$ cat src/rtl/isl_pkg.sv
// Shared types and constants for the indexed shift list.
package isl_pkg;

  localparam int POS_W = 5;   // position and entry count fields
  localparam int VAL_W = 32;  // write and read value fields
  localparam int CAP_W = 5;   // capacity register

  localparam logic [CAP_W-1:0] CAP_RESET = 5'd16;

  // Register index decoded from paddr[2].
  localparam logic REG_CAPACITY = 1'b0;

  typedef enum logic [1:0] {
    OP_READ   = 2'd0,
    OP_WRITE  = 2'd1,
    OP_INSERT = 2'd2,
    OP_REMOVE = 2'd3
  } op_t;

  typedef enum logic [1:0] {
    ST_OK    = 2'd0,
    ST_EMPTY = 2'd1,
    ST_FULL  = 2'd2,
    ST_RANGE = 2'd3
  } status_t;

  typedef enum logic [2:0] {
    S_IDLE,
    S_CHECK,
    S_CAPT,
    S_SH_RD,
    S_SH_WR,
    S_PUT,
    S_FIN
  } state_t;

  typedef enum logic {
    RD_POS,
    RD_NEIGH
  } rd_sel_t;

  typedef enum logic {
    WR_POS,
    WR_IDX
  } wr_sel_t;

  typedef struct packed {
    logic    load_req;
    logic    status_load;
    logic    rd_en;
    rd_sel_t rd_sel;
    logic    wr_en;
    wr_sel_t wr_sel;
    logic    idx_load_count;
    logic    idx_load_pos;
    logic    idx_step;
    logic    capture_rd;
    logic    count_inc;
    logic    count_dec;
    logic    out_load;
  } cmd_t;

  typedef struct packed {
    op_t  op;
    logic err;
    logic more;
  } sts_t;

endpackage

$ cat src/rtl/isl_dp.sv
// Datapath: request registers, entry memory, count, shift index and result registers.
module isl_dp #(
  parameter int DEPTH      = 16,
  parameter int DATA_WIDTH = 32,
  parameter int CNT_W      = 5
) (
  input  logic                           clk,
  input  logic                           rst_n,
  input  isl_pkg::cmd_t                  cmd,
  output isl_pkg::sts_t                  sts,
  input  logic [CNT_W-1:0]               eff_cap,
  input  logic [1:0]                     in_op,
  input  logic [isl_pkg::POS_W-1:0]      in_position,
  input  logic signed [isl_pkg::VAL_W-1:0] in_write_value,
  output logic signed [isl_pkg::VAL_W-1:0] out_read_value,
  output logic [1:0]                     out_status,
  output logic [isl_pkg::POS_W-1:0]      out_entry_count,
  output logic                           out_is_empty,
  output logic                           out_is_full
);

  localparam int AW = (DEPTH > 1) ? $clog2(DEPTH) : 1;
  localparam int EW = (CNT_W > isl_pkg::POS_W) ? CNT_W : isl_pkg::POS_W;

  logic [DATA_WIDTH-1:0] mem [DEPTH];
  logic [DATA_WIDTH-1:0] rdata_r;

  isl_pkg::op_t               op_r;
  logic [isl_pkg::POS_W-1:0]  pos_r;
  logic [DATA_WIDTH-1:0]      val_r;
  isl_pkg::status_t           status_r;
  logic [DATA_WIDTH-1:0]      rd_r;
  logic [CNT_W-1:0]           count_r, count_nxt;
  logic [CNT_W-1:0]           idx_r;

  logic [isl_pkg::VAL_W+DATA_WIDTH-1:0] val_ext;
  logic [isl_pkg::VAL_W+DATA_WIDTH-1:0] rd_ext;
  logic [EW-1:0]              pos_e, cnt_e, idx_e;
  logic                       full;
  isl_pkg::status_t           status_c;
  logic [CNT_W-1:0]           idx_dn, idx_up, neigh;
  logic [AW-1:0]              raddr, waddr;
  logic [DATA_WIDTH-1:0]      wdata;

  assign val_ext = {{DATA_WIDTH{1'b0}}, in_write_value};
  assign rd_ext  = {{isl_pkg::VAL_W{1'b0}}, rd_r};

  assign pos_e = EW'(pos_r);
  assign cnt_e = EW'(count_r);
  assign idx_e = EW'(idx_r);
  assign full  = (count_r >= eff_cap);

  // Error checks in priority order: empty, full, bad position.
  always_comb begin
    status_c = isl_pkg::ST_OK;
    case (op_r)
      isl_pkg::OP_READ: begin
        if (count_r == '0) status_c = isl_pkg::ST_EMPTY;
        else if (pos_e >= cnt_e) status_c = isl_pkg::ST_RANGE;
      end
      isl_pkg::OP_INSERT: begin
        if (full) status_c = isl_pkg::ST_FULL;
        else if (pos_e > cnt_e) status_c = isl_pkg::ST_RANGE;
      end
      default: begin
        if (pos_e >= cnt_e) status_c = isl_pkg::ST_RANGE;
      end
    endcase
  end

  assign idx_dn = idx_r - CNT_W'(1);
  assign idx_up = idx_r + CNT_W'(1);
  assign neigh  = (op_r == isl_pkg::OP_INSERT) ? idx_dn : idx_up;

  always_comb begin
    sts.op  = op_r;
    sts.err = (status_c != isl_pkg::ST_OK);
    if (op_r == isl_pkg::OP_INSERT) begin
      sts.more = (idx_e > pos_e);
    end else begin
      sts.more = ({1'b0, idx_up} < {1'b0, count_r}) && (idx_r != {CNT_W{1'b1}});
    end
  end

  assign raddr = (cmd.rd_sel == isl_pkg::RD_POS) ? AW'(pos_r) : neigh[AW-1:0];
  assign waddr = (cmd.wr_sel == isl_pkg::WR_POS) ? AW'(pos_r) : idx_r[AW-1:0];
  assign wdata = (cmd.wr_sel == isl_pkg::WR_POS) ? val_r : rdata_r;

  always_ff @(posedge clk) begin
    if (cmd.wr_en) begin
      mem[waddr] <= wdata;
    end
    if (cmd.rd_en) begin
      rdata_r <= mem[raddr];
    end
  end

  always_ff @(posedge clk) begin
    if (cmd.load_req) begin
      op_r  <= isl_pkg::op_t'(in_op);
      pos_r <= in_position;
      val_r <= val_ext[DATA_WIDTH-1:0];
      rd_r  <= '0;
    end
    if (cmd.status_load) begin
      status_r <= status_c;
    end
    if (cmd.capture_rd) begin
      rd_r <= rdata_r;
    end
    if (cmd.idx_load_count) begin
      idx_r <= count_r;
    end else if (cmd.idx_load_pos) begin
      idx_r <= CNT_W'(pos_r);
    end else if (cmd.idx_step) begin
      idx_r <= neigh;
    end
  end

  always_comb begin
    count_nxt = count_r;
    if (cmd.count_inc) count_nxt = count_r + CNT_W'(1);
    else if (cmd.count_dec) count_nxt = count_r - CNT_W'(1);
  end

  always_ff @(posedge clk) begin
    if (!rst_n) begin
      count_r <= '0;
    end else begin
      count_r <= count_nxt;
    end
  end

  always_ff @(posedge clk) begin
    if (cmd.out_load) begin
      out_read_value  <= rd_ext[isl_pkg::VAL_W-1:0];
      out_status      <= status_r;
      out_entry_count <= isl_pkg::POS_W'(count_r);
      out_is_empty    <= (count_r == '0);
      out_is_full     <= full;
    end
  end

endmodule

$ cat src/rtl/isl_ctrl.sv
// Controller: sequences each request through check, memory access, shifting and result.
module isl_ctrl (
  input  logic          clk,
  input  logic          rst_n,
  input  logic          in_valid,
  output logic          in_ready,
  output logic          out_valid,
  input  logic          out_ready,
  input  isl_pkg::sts_t sts,
  output isl_pkg::cmd_t cmd
);

  isl_pkg::state_t state_r, state_nxt;
  logic            out_valid_r, out_valid_nxt;

  always_ff @(posedge clk) begin
    if (!rst_n) begin
      state_r     <= isl_pkg::S_IDLE;
      out_valid_r <= 1'b0;
    end else begin
      state_r     <= state_nxt;
      out_valid_r <= out_valid_nxt;
    end
  end

  assign out_valid = out_valid_r;

  always_comb begin
    state_nxt     = state_r;
    out_valid_nxt = out_valid_r && !out_ready;
    in_ready      = 1'b0;
    cmd           = '0;
    cmd.rd_sel    = isl_pkg::RD_POS;
    cmd.wr_sel    = isl_pkg::WR_POS;
    case (state_r)
      isl_pkg::S_IDLE: begin
        in_ready = 1'b1;
        if (in_valid) begin
          cmd.load_req = 1'b1;
          state_nxt    = isl_pkg::S_CHECK;
        end
      end
      isl_pkg::S_CHECK: begin
        cmd.status_load = 1'b1;
        if (sts.err) begin
          state_nxt = isl_pkg::S_FIN;
        end else begin
          case (sts.op)
            isl_pkg::OP_READ, isl_pkg::OP_REMOVE: begin
              cmd.rd_en = 1'b1;
              state_nxt = isl_pkg::S_CAPT;
            end
            isl_pkg::OP_WRITE: begin
              state_nxt = isl_pkg::S_PUT;
            end
            default: begin
              cmd.idx_load_count = 1'b1;
              state_nxt          = isl_pkg::S_SH_RD;
            end
          endcase
        end
      end
      isl_pkg::S_CAPT: begin
        cmd.capture_rd = 1'b1;
        if (sts.op == isl_pkg::OP_REMOVE) begin
          cmd.idx_load_pos = 1'b1;
          state_nxt        = isl_pkg::S_SH_RD;
        end else begin
          state_nxt = isl_pkg::S_FIN;
        end
      end
      isl_pkg::S_SH_RD: begin
        if (sts.more) begin
          cmd.rd_en  = 1'b1;
          cmd.rd_sel = isl_pkg::RD_NEIGH;
          state_nxt  = isl_pkg::S_SH_WR;
        end else if (sts.op == isl_pkg::OP_INSERT) begin
          state_nxt = isl_pkg::S_PUT;
        end else begin
          cmd.count_dec = 1'b1;
          state_nxt     = isl_pkg::S_FIN;
        end
      end
      isl_pkg::S_SH_WR: begin
        cmd.wr_en    = 1'b1;
        cmd.wr_sel   = isl_pkg::WR_IDX;
        cmd.idx_step = 1'b1;
        state_nxt    = isl_pkg::S_SH_RD;
      end
      isl_pkg::S_PUT: begin
        cmd.wr_en     = 1'b1;
        cmd.count_inc = (sts.op == isl_pkg::OP_INSERT);
        state_nxt     = isl_pkg::S_FIN;
      end
      isl_pkg::S_FIN: begin
        if (!out_valid_r || out_ready) begin
          cmd.out_load  = 1'b1;
          out_valid_nxt = 1'b1;
          state_nxt     = isl_pkg::S_IDLE;
        end
      end
      default: begin
        state_nxt = isl_pkg::S_IDLE;
      end
    endcase
  end

endmodule

$ cat src/rtl/indexed_shift_list.sv
// Top level of the indexed shift list: configuration register, controller and datapath.
//
//   Channel   Direction  Handshake            Carries
//   in_       to block   in_valid/in_ready    op, position, write_value
//   out_      from block out_valid/out_ready  read_value, status, count, empty, full
//   APB       to block   psel/penable/pready  capacity_in_use at byte address 0
//
// One item is handled at a time. A read or a write gives its result after the check and one
// memory access; a failed request gives it straight after the check. An insert or a remove
// moves entries one at a time, each read and then written to its new place in the memory.
// The next item is taken in the cycle after a result is loaded. Reset clears the count and
// the state machine and sets the capacity to 16; the entry memory is left as it is.
// A waiting result does not stop the next item, which is held at its end until out is free.
module indexed_shift_list #(
  parameter int DEPTH      = 16,
  parameter int DATA_WIDTH = 32
) (
  input  logic                               clk,
  input  logic                               rst_n,
  // Request channel
  input  logic                               in_valid,
  output logic                               in_ready,
  input  logic [1:0]                         in_op,
  input  logic [isl_pkg::POS_W-1:0]          in_position,
  input  logic signed [isl_pkg::VAL_W-1:0]   in_write_value,
  // Result channel
  output logic                               out_valid,
  input  logic                               out_ready,
  output logic signed [isl_pkg::VAL_W-1:0]   out_read_value,
  output logic [1:0]                         out_status,
  output logic [isl_pkg::POS_W-1:0]          out_entry_count,
  output logic                               out_is_empty,
  output logic                               out_is_full,
  // Configuration port
  input  logic                               psel,
  input  logic                               penable,
  input  logic                               pwrite,
  input  logic [2:0]                         paddr,
  input  logic [31:0]                        pwdata,
  output logic [31:0]                        prdata,
  output logic                               pready
);

  // The count must hold every value from zero up to DEPTH itself.
  localparam int CNT_W = $clog2(DEPTH + 1);
  localparam int EW    = (CNT_W > isl_pkg::CAP_W) ? CNT_W : isl_pkg::CAP_W;

  logic [isl_pkg::CAP_W-1:0] cap_r;
  logic [EW-1:0]             cap_e;
  logic [CNT_W-1:0]          eff_cap;
  logic                      cfg_wr;
  isl_pkg::cmd_t             cmd;
  isl_pkg::sts_t             sts;

  // The port never stalls, so every access completes in its access cycle.
  assign pready = 1'b1;
  assign cfg_wr = psel && penable && pwrite && pready;

  always_ff @(posedge clk) begin
    if (!rst_n) begin
      cap_r <= isl_pkg::CAP_RESET;
    end else if (cfg_wr && (paddr[2] == isl_pkg::REG_CAPACITY)) begin
      cap_r <= pwdata[isl_pkg::CAP_W-1:0];
    end
  end

  assign prdata = (paddr[2] == isl_pkg::REG_CAPACITY) ? 32'(cap_r) : '0;

  // A capacity of zero behaves as one, and anything above the depth as the depth.
  assign cap_e = EW'(cap_r);
  always_comb begin
    if (cap_r == '0) begin
      eff_cap = CNT_W'(1);
    end else if (cap_e > EW'(DEPTH)) begin
      eff_cap = CNT_W'(DEPTH);
    end else begin
      eff_cap = cap_e[CNT_W-1:0];
    end
  end

  isl_ctrl u_ctrl (
    .clk       (clk),
    .rst_n     (rst_n),
    .in_valid  (in_valid),
    .in_ready  (in_ready),
    .out_valid (out_valid),
    .out_ready (out_ready),
    .sts       (sts),
    .cmd       (cmd)
  );

  isl_dp #(
    .DEPTH      (DEPTH),
    .DATA_WIDTH (DATA_WIDTH),
    .CNT_W      (CNT_W)
  ) u_dp (
    .clk             (clk),
    .rst_n           (rst_n),
    .cmd             (cmd),
    .sts             (sts),
    .eff_cap         (eff_cap),
    .in_op           (in_op),
    .in_position     (in_position),
    .in_write_value  (in_write_value),
    .out_read_value  (out_read_value),
    .out_status      (out_status),
    .out_entry_count (out_entry_count),
    .out_is_empty    (out_is_empty),
    .out_is_full     (out_is_full)
  );

`ifndef SYNTHESIS
  // An insert refused for lack of room leaves the list full.
  a_full_stays_full: assert property (@(posedge clk) disable iff (!rst_n)
    (out_valid && (out_status == 2'(isl_pkg::ST_FULL))) |-> out_is_full)
    else $error("insert refused as full but list not reported full");

  // A read refused as empty reports an empty list.
  a_empty_consistent: assert property (@(posedge clk) disable iff (!rst_n)
    (out_valid && (out_status == 2'(isl_pkg::ST_EMPTY)))
      |-> (out_is_empty && (out_entry_count == '0)))
    else $error("empty status with entries present");

  // Only a successful request may carry a data word back.
  a_value_only_on_ok: assert property (@(posedge clk) disable iff (!rst_n)
    (out_valid && (out_read_value != '0)) |-> (out_status == 2'(isl_pkg::ST_OK)))
    else $error("read value returned on a failed request");

  // One item at a time: the block does not take a new item straight after one.
  a_one_at_a_time: assert property (@(posedge clk) disable iff (!rst_n)
    (in_valid && in_ready) |=> !in_ready)
    else $error("second item accepted while the first is in progress");
`endif

endmodule
$ cat config.mk
export PLATFORM = sky130hd
export DESIGN_NAME = indexed_shift_list
export DESIGN_NICKNAME = d
export VERILOG_FILES = /design/src/rtl/isl_pkg.sv /design/src/rtl/isl_dp.sv /design/src/rtl/isl_ctrl.sv /design/src/rtl/indexed_shift_list.sv
export SDC_FILE = /design/constraint.sdc
export NUM_CORES = 1
export LEC_CHECK = 0
export ABC_AREA = 1
export BUFFER_PORTS_ARGS = -buffer_cell sky130_fd_sc_hd__clkbuf_2
export CAP_MARGIN = 10
export CORE_MARGIN = 4
export CORE_UTILIZATION = 50
export DETAILED_ROUTE_END_ITERATION = 8
export PLACE_DENSITY = 0.65
export SLEW_MARGIN = 20
export SYNTH_ARGS = -nofsm -noshare
export SYNTH_HDL_FRONTEND = slang
export SYNTH_HIERARCHICAL = 1
export SYNTH_SLANG_ARGS = --single-unit
$ cat constraint.sdc
create_clock -name clk -period 12.3 [get_ports clk]
set_clock_uncertainty 0.1 [all_clocks]
set_input_delay 1.23 -clock clk [delete_from_list [all_inputs] [get_ports clk]]
set_output_delay 1.23 -clock clk [all_outputs]
set_load 0.02 [all_outputs]
# ---- Yosys cells after proc, flatten, opt, wreduce, memory -nomap -nowiden
# Memory sizes are Yosys's and may differ from the RTL's. A register that Yosys moved wholly into a read port is not among the register bits.
# Cells that the tools add are included.
dict set report totals {
  reg_bits 133
  mem_bits_rw 512
  in_bits 81
  out_inout_bits 76
  wordCells 114
  memories 1
}
# memory words word_bits read_ports rd_ports_with_merged_regs write_ports line
set mem_list {}
lappend mem_list {u_dp.mem 16 32 1 1 1 isl_dp.sv:25} ;# logic [DATA_WIDTH-1:0] mem [DEPTH];
dict set report op_classes {
  add_sub_neg 4
  n_lt_le_gt_ge 6
  n_eq_ne 12
  n_mux 55
  n_bitwise 1
  reduce_logical 20
}
# op count
set op_table {}
lappend op_table {{$mux 32} 3}
lappend op_table {{$mux 5} 9}
lappend op_table {{$mux 1} 26}
lappend op_table {{$pmux 3 s7} 1}
lappend op_table {{$mux 2} 7}
lappend op_table {{$mux 3} 4}
lappend op_table {{$add 5x1->5 const B} 2}
lappend op_table {{$ge 5x5->1} 2}
lappend op_table {{$gt 5x5->1} 2}
lappend op_table {{$logic_not 5->1} 2}
lappend op_table {{$sub 5x1->5 const B} 2}
lappend op_table {{$eq 3x3->1 const B} 3}
lappend op_table {{$mux 4} 2}
lappend op_table {{$eq 3x2->1 const B} 2}
lappend op_table {{$pmux 3 s2} 1}
lappend op_table {{$reduce_bool 2->1} 3}
lappend op_table {{$gt 5x5->1 const B} 1}
lappend op_table {{$logic_and 1x1->1} 5}
lappend op_table {{$lt 5x5->1} 1}
lappend op_table {{$ne 5x5->1 const B} 1}
lappend op_table {{$eq 2x2->1 const B} 2}
lappend op_table {{$pmux 2 s2} 1}
lappend op_table {{$reduce_or 2->1} 2}
lappend op_table {{$eq 3x1->1 const B} 1}
lappend op_table {{other kinds (12)} 13}

# ---- Longest topological paths before layout
# Gate-level depths: netlist (run 1).
dict set report logic_depth {
  ltp_word 10
  ltp_mapped 29
  mapped_depth_nobuf 26
}

# ---- By module
# Netlist (run 1), hierarchy kept.
# mod n_inst cells_each area_per_inst_um2 seq_area_each_um2
set modules_own_cells {}
lappend modules_own_cells {isl_dp 1 2710 29071.6 20009.2}
lappend modules_own_cells {indexed_shift_list 1 82 518.0 100.1}
lappend modules_own_cells {isl_ctrl 1 74 439.2 80.1}

# ---- Worst setup path after synthesis (run 1)
# Ideal clock, no wire load.
dict set report synth_path {
  path_type {input -> register}
  start {in in_valid}
  end {reg u_dp.rd_r[0] (enable)}
  setup_ns 0.375
  arrival_time_ns 4.787
  required_ns 11.825
  setup_slack_ns 7.038
  stages 3
  n_path_buf 0
  path_cell_list {inv_1 nor3_1 or2_2}
}
# element line
set synth_lines {}
lappend synth_lines {{from (decl)} indexed_shift_list.sv:21} ;# input logic in_valid,
lappend synth_lines {{to (signal assigned)} isl_dp.sv:109} ;# rd_r <= rdata_r;
lappend synth_lines {{to (decl)} isl_dp.sv:32} ;# logic [DATA_WIDTH-1:0] rd_r;

==> results.sh, run 1 <==
export IMPL_crit_type="register to register"
export IMPL_power_frac_seq=0.443
export IMPL_fin_crit_sh=0.479
export IMPL_synth_most_common_cell="nand2_1"
export IMPL_cp_required_ps=12520
export IMPL_hp_class="register to register"
export IMPL_synth_top_area_frac=0.663
export IMPL_net_switching_power_w=0.00236
export IMPL_rsz0062_at_grt="no"
export IMPL_initialDrtViolationCount=1912
export IMPL_dpl_cell_count=3627
export IMPL_peakVddDrop_uv=135
export IMPL_clkLatencyLatePin_ps=590
export IMPL_yosysUniqueCellTypes=37
export IMPL_cts_path_max_buffers=3
export IMPL_crit_buf_inv=3
export IMPL_fin_crit_ps=5900
export IMPL_layout_drive_gt1_share=0.104
export IMPL_relSlewSlack=0.212
export IMPL_synth_edf_count=663
export IMPL_clockRootBuffer="clkbuf_16"
export IMPL_fin_tns_setup_ps=0
export IMPL_synth_area_top_cells="edfxtp_1 66%, nand2_1 14%, nand3_1 6.7%, inv_1 3.2%, buf_2 1.5%"
export IMPL_first_global_vias=19600
export IMPL_cts_sinks=677
export IMPL_comb_power_share=0.270
export IMPL_io_pins=157
export IMPL_vias=20500
export IMPL_cpMaxStageDelayCell="nand2_8"
export IMPL_placed_area_um2=31000
export IMPL_status="finished, final reports clean"
export IMPL_synthCells=2866
export IMPL_drc_errors=0
export IMPL_tightest_slew_ps=1180
export IMPL_final_cells=3754
export IMPL_grt_usage=0.240
export IMPL_clkTransAtPathRegs_ps=60
export IMPL_gr_total_overflow=0
export IMPL_crit_arrival_ps=6120
export IMPL_worst_setup_path_start_kind="register"
export IMPL_syn_cell_area_um2=30000
export IMPL_clockPowerShare=0.287
export IMPL_port_buffers=99
export IMPL_path_common_cell="nand2_1"
export IMPL_critPathMaxFanout=115
export IMPL_yosys_top_cells_count="1131 x nand2_1, 663 x edfxtp_1, 403 x nand3_1"
export IMPL_crit_chain="inv_2, ha_1, ha_1, a21oi_1, nor2_1, o21ai_0, nand2_1, nand2_1, nand2_1, nand2_1, inv_1, nor2_2, nand2_4, nand2_8, buf_4, nand2_1, nand2_1, nand3_1, nand3_1, nand2_1, nand2_1, nand2_1"
export IMPL_dieHeight_um=253
export IMPL_area_growth_pct=10.6
export IMPL_cts_hold_buffers_added=0
export IMPL_antenna_found_initial=1
export IMPL_slew_violations=0
export IMPL_cts_tree="done"
export IMPL_max_cap_violations=0
export IMPL_cp_top_family="simple AND/OR/NAND/NOR gates"
export IMPL_cts_htree_levels=3
export IMPL_p_sw_frac=0.334
export IMPL_hpwl_um=39200
export IMPL_gp_congestion=0.862
export IMPL_slowest_delay_ps=850
export IMPL_routed_wl_um=77800
export IMPL_hold_violations=0
export IMPL_critPathCaptureType="register"
export IMPL_die_area_um2=64000
export IMPL_vias_per_cell=5.45
export IMPL_setup_viol=0
export IMPL_internal_power_w=0.00471
export IMPL_clock_fmax_ghz=0.170
export IMPL_async_reset_ff_frac=0
export IMPL_cts_resized=0
export IMPL_syn_area_per_cell_um2=10.5
export IMPL_p_per_area_nw_per_um2=213
export IMPL_grt_max_degree=129
export IMPL_detail_route_wl_per_cell_um=20.7
export IMPL_final_util=0.561
export IMPL_ys_flop_type="edfxtp_1"
export IMPL_synth_largest_area_cell="edfxtp_1"
export IMPL_layout_nets=3036
export IMPL_ant_nets=0
export IMPL_num_rows=89
export IMPL_rrSetupSlack_ps=6400
export IMPL_fin_area_um2=33200
export IMPL_leakage_nw=14.2
export IMPL_grt_pass1_wl_um=116000
export IMPL_yosysSeqAreaShare=0.672
export IMPL_die_x_um=253
export IMPL_synth_warnings=6
export IMPL_post_cts_buffers=0
export IMPL_diodes=0
export IMPL_cts_buffers=69
export IMPL_drt_pass1_iterations=6
export IMPL_start_util=0.507
export IMPL_core_area_um2=59200
export IMPL_synth_seq_cells=677
[per-stage QoR]
step / power, W / hold WS, ps / setup slack (ps)
floorplan: 0.00448 / 300 / 7040
global placement: 0.00501 / 301 / 6560
detailed placement: 0.00507 / 305 / 6480
CTS: 0.00710 / 318 / 6470
global route: 0.00742 / 325 / 6050
finish: 0.00707 / 317 / 6400
[placed cells by master, fill, tap and decap left out, drive strengths merged, types with 2 or more instances in the layout]
cell / netlist / final
o21ai: 20 / 20
clkbuf: 19 / 193
clkinv: 0 / 24
buf: 155 / 37
bufinv: 0 / 5
dfxtp: 14 / 14
edfxtp: 663 / 663
xor2: 5 / 5
inv: 267 / 270
o21bai: 2 / 2
mux2: 32 / 32
nor2: 70 / 70
ha: 29 / 29
conb: 2 / 28
a21oi: 19 / 19
o22ai: 2 / 2
nor3: 5 / 5
nand3: 404 / 404
a22oi: 2 / 2
nand4: 5 / 5
xnor2: 2 / 2
nand2: 1144 / 1144
[metal layers]
layer  routed length (um)  vias up  GRT usage
li1                     -     9560          -
met1                31300     9811      0.319
met2                37900      957      0.408
met3                 6510      149     0.0321
met4                 2100        0     0.0832
met5                    0        -          0
[power by group through the flow]
stage | clock, W | sequential (W) | combinational, W
after detailed placement | 0 | 0.00318 | 0.00189
after floorplan | 0 | 0.00316 | 0.00133
after global routing | 0.00216 | 0.00315 | 0.00211
final | 0.00203 | 0.00314 | 0.00191
after global placement | 0 | 0.00317 | 0.00184
after CTS | 0.00207 | 0.00314 | 0.00190
[logic make-up after synthesis]
logic type / count (synthesis) / share of synthesized area
AOI/OAI and AO/OA: 47 / 0.00862
buffers and inverters: 441 / 0.0672
muxes: 32 / 0.0120
other: 2 / 0.000250
DFF: 677 / 0.672
adders and majority gates: 30 / 0.0128
and+or+nand+nor: 1630 / 0.225
xor gates and xnor gates: 7 / 0.00204
[final timing paths]
kind	startpoint	end	cells after the start
max	u_dp/idx_e[0]	u_dp/rdata_r[27]	22
min	u_dp/rd_r[1]	u_dp/out_read_value[1]	0
max reg2reg	u_dp/idx_e[0]	u_dp/rdata_r[27]	22
min reg2reg	u_dp/rd_r[1]	u_dp/out_read_value[1]	0
[cell type report]
type | instances | area (um2)
multi-input cells | 1774 | 8110
well taps | 773 | 967
inverters | 267 | 1000
fillers | 4910 | 26000
flip-flops and latches | 677 | 20200
repair buffers | 136 | 773
clock buffers | 94 | 1880
clock inverters | 33 | 292
[flip-flops by register name (all words and copies together) (netlist names), 3 cells and up]
signal and count:
u_dp/val_r 32, cap_e 5, u_dp/rd_r 32, u_dp/pos_e 5
u_dp/mem 512, u_dp/rdata_r 32, u_dp/out_entry_count 5, u_dp/out_read_value 32
u_ctrl/state_r 3, u_dp/cnt_e 5, u_dp/idx_e 5
Note: power is estimated with default switching activity, not from simulation.
==> inputs of run 2 (changes only) <==
- clock period: 12.3 -> 6.15 ns (I/O delays scaled with it)
==> results.sh, run 2 (same netlist as run 1, synthesis figures left out) <==
export IMPL_status="finished, final reports clean"
export IMPL_ant_nets=0
export IMPL_clkTransAtPathRegs_ps=60
export IMPL_gr_total_overflow=0
export IMPL_clock_fmax_ghz=0.211
export IMPL_drc_errors=0
export IMPL_core_area_um2=59200
export IMPL_final_util=0.564
export IMPL_cts_buffers=70
export IMPL_layout_nets=3047
export IMPL_rrSetupSlack_ps=1410
export IMPL_port_buffers=99
export IMPL_gp_congestion=0.838
export IMPL_grt_max_degree=129
export IMPL_peakVddDrop_uv=284
export IMPL_dieHeight_um=253
export IMPL_start_util=0.507
export IMPL_vias=20300
export IMPL_cts_path_max_buffers=3
export IMPL_dpl_cell_count=3637
export IMPL_cts_resized=0
export IMPL_critPathMaxFanout=75
export IMPL_holdWs_ps=81.0
export IMPL_crit_type="register to register"
export IMPL_cts_sinks=677
export IMPL_num_rows=89
export IMPL_crit_arrival_ps=5080
export IMPL_clockRootBuffer="clkbuf_16"
export IMPL_area_growth_pct=11.2
export IMPL_drt_pass1_iterations=8
export IMPL_cts_hold_buffers_added=0
export IMPL_hold_violations=0
export IMPL_io_pins=157
export IMPL_diodes=0
export IMPL_layout_drive_gt1_share=0.110
export IMPL_first_global_vias=19600
export IMPL_cts_htree_levels=3
export IMPL_layout_common_cells="1130 x nand2_1, 663 x edfxtp_1, 403 x nand3_1"
export IMPL_max_cap_violations=0
export IMPL_ff2ff_path_depth=23
export IMPL_grt_pass1_wl_um=117000
export IMPL_detail_route_wl_per_cell_um=20.4
export IMPL_grt_usage=0.240
export IMPL_fill_cells=4846
export IMPL_critPathCaptureType="register"
export IMPL_antenna_found_initial=0
export IMPL_initialDrtViolationCount=2063
export IMPL_worst_setup_path_start_kind="register"
export IMPL_fin_crit_ps=4740
export IMPL_post_cts_buffers=0
export IMPL_die_area_um2=64000
export IMPL_largest_reg_flops=512
export IMPL_cp_required_ps=6490
export IMPL_vias_per_cell=5.40
export IMPL_fin_tns_setup_ps=0
export IMPL_hp_class="input port to register"
export IMPL_pre_cts_ws_ps=1440
export IMPL_final_cells=3759
export IMPL_die_x_um=253
export IMPL_fin_crit_sh=0.771
export IMPL_clkLatencyLatePin_ps=610
export IMPL_final_common_cell="nand2_1"
export IMPL_p_per_area_nw_per_um2=424
export IMPL_relSlewSlack=0.209
export IMPL_leakage_nw=14.3
export IMPL_slew_violations=0
export IMPL_hpwl_um=40500
export IMPL_cts_tree="done"
export IMPL_routed_wl_um=76800
export IMPL_holdPathStages=1
export IMPL_tightest_slew_ps=1190
export IMPL_setup_ws_ps=1410
export IMPL_rsz0062_at_grt="no"
export IMPL_top_register="u_dp/mem"
export IMPL_setup_viol=0
==> run 2: cell types whose count changed in the layout (fill, tap and decap cells not counted), sizes merged <==
cell and change:
clkbuf -7, clkinv +4, buf +10, bufinv -2
==> run 2: cell type report <==
class / instances / area (um2) / area share
sequential: 677 / 20200 / 0.605
clock inverter: 35 / 265 / 0.00794
tap: 773 / 967 / 0.0290
timing repair buffer: 146 / 978 / 0.0293
clock buffer: 87 / 1890 / 0.0566
inverter: 267 / 1000 / 0.0301
multi-input combinational: 1774 / 8100 / 0.243
==> run 2: report_power, final <==
group	internal (W)	total, W	switching, W
clock	0.00231	0.00404	0.00173
sequential	0.00608	0.00628	0.000199
combinational	0.00101	0.00384	0.00282
total	0.00940	0.0142	0.00475
==> run 2: critical path, stage by stage, from the launching register on <==
cell      delay, ps
edfxtp_1        500
inv_2           130
ha_1            370
ha_1            290
a21oi_1         150
nor2_1           50
o21ai_0         150
nand2_1          70
nand2_1          60
nand2_1          50
nand2_1         100
inv_1            80
nor2_2          520
inv_4           140
nand2_2         130
buf_4           830
nand3_1         160
nand2_1         110
nand3_1          70
nand2_1         120
nand2_1          50
nand2_1         100
nand2_1          50
nand2_1         160
==> run 2: metal layers <==
layer	track usage	share of wire	vias to the layer above
met5	0	0	-
met4	0.0887	0.035	0
met3	0.0427	0.077	176
met2	0.400	0.48	817
met1	0.318	0.41	9757
li1	-	-	9561
==> run 2: per-stage QoR <==
| step | cell area [um2] | power, W |
|---|---|---|
| 6_report | 33400 | 0.0142 |
| 5_1_grt | 33400 | 0.0149 |
| 4_1_cts | 33400 | 0.0142 |
| 3_5_place_dp | 31200 | 0.0102 |
| 3_3_place_gp | 31200 | 0.0101 |
| 2_1_floorplan | 30100 | 0.00896 |
==> run 2: final timing paths <==
path	startpoint	endpoint
worst max-delay path	u_dp/idx_e[0]	u_dp/rdata_r[8]
worst min-delay path	in_write_value[15]	u_dp/val_r[15]
worst max register to register	u_dp/idx_e[0]	u_dp/rdata_r[8]
worst min register to register	u_dp/rd_r[1]	u_dp/out_read_value[1]
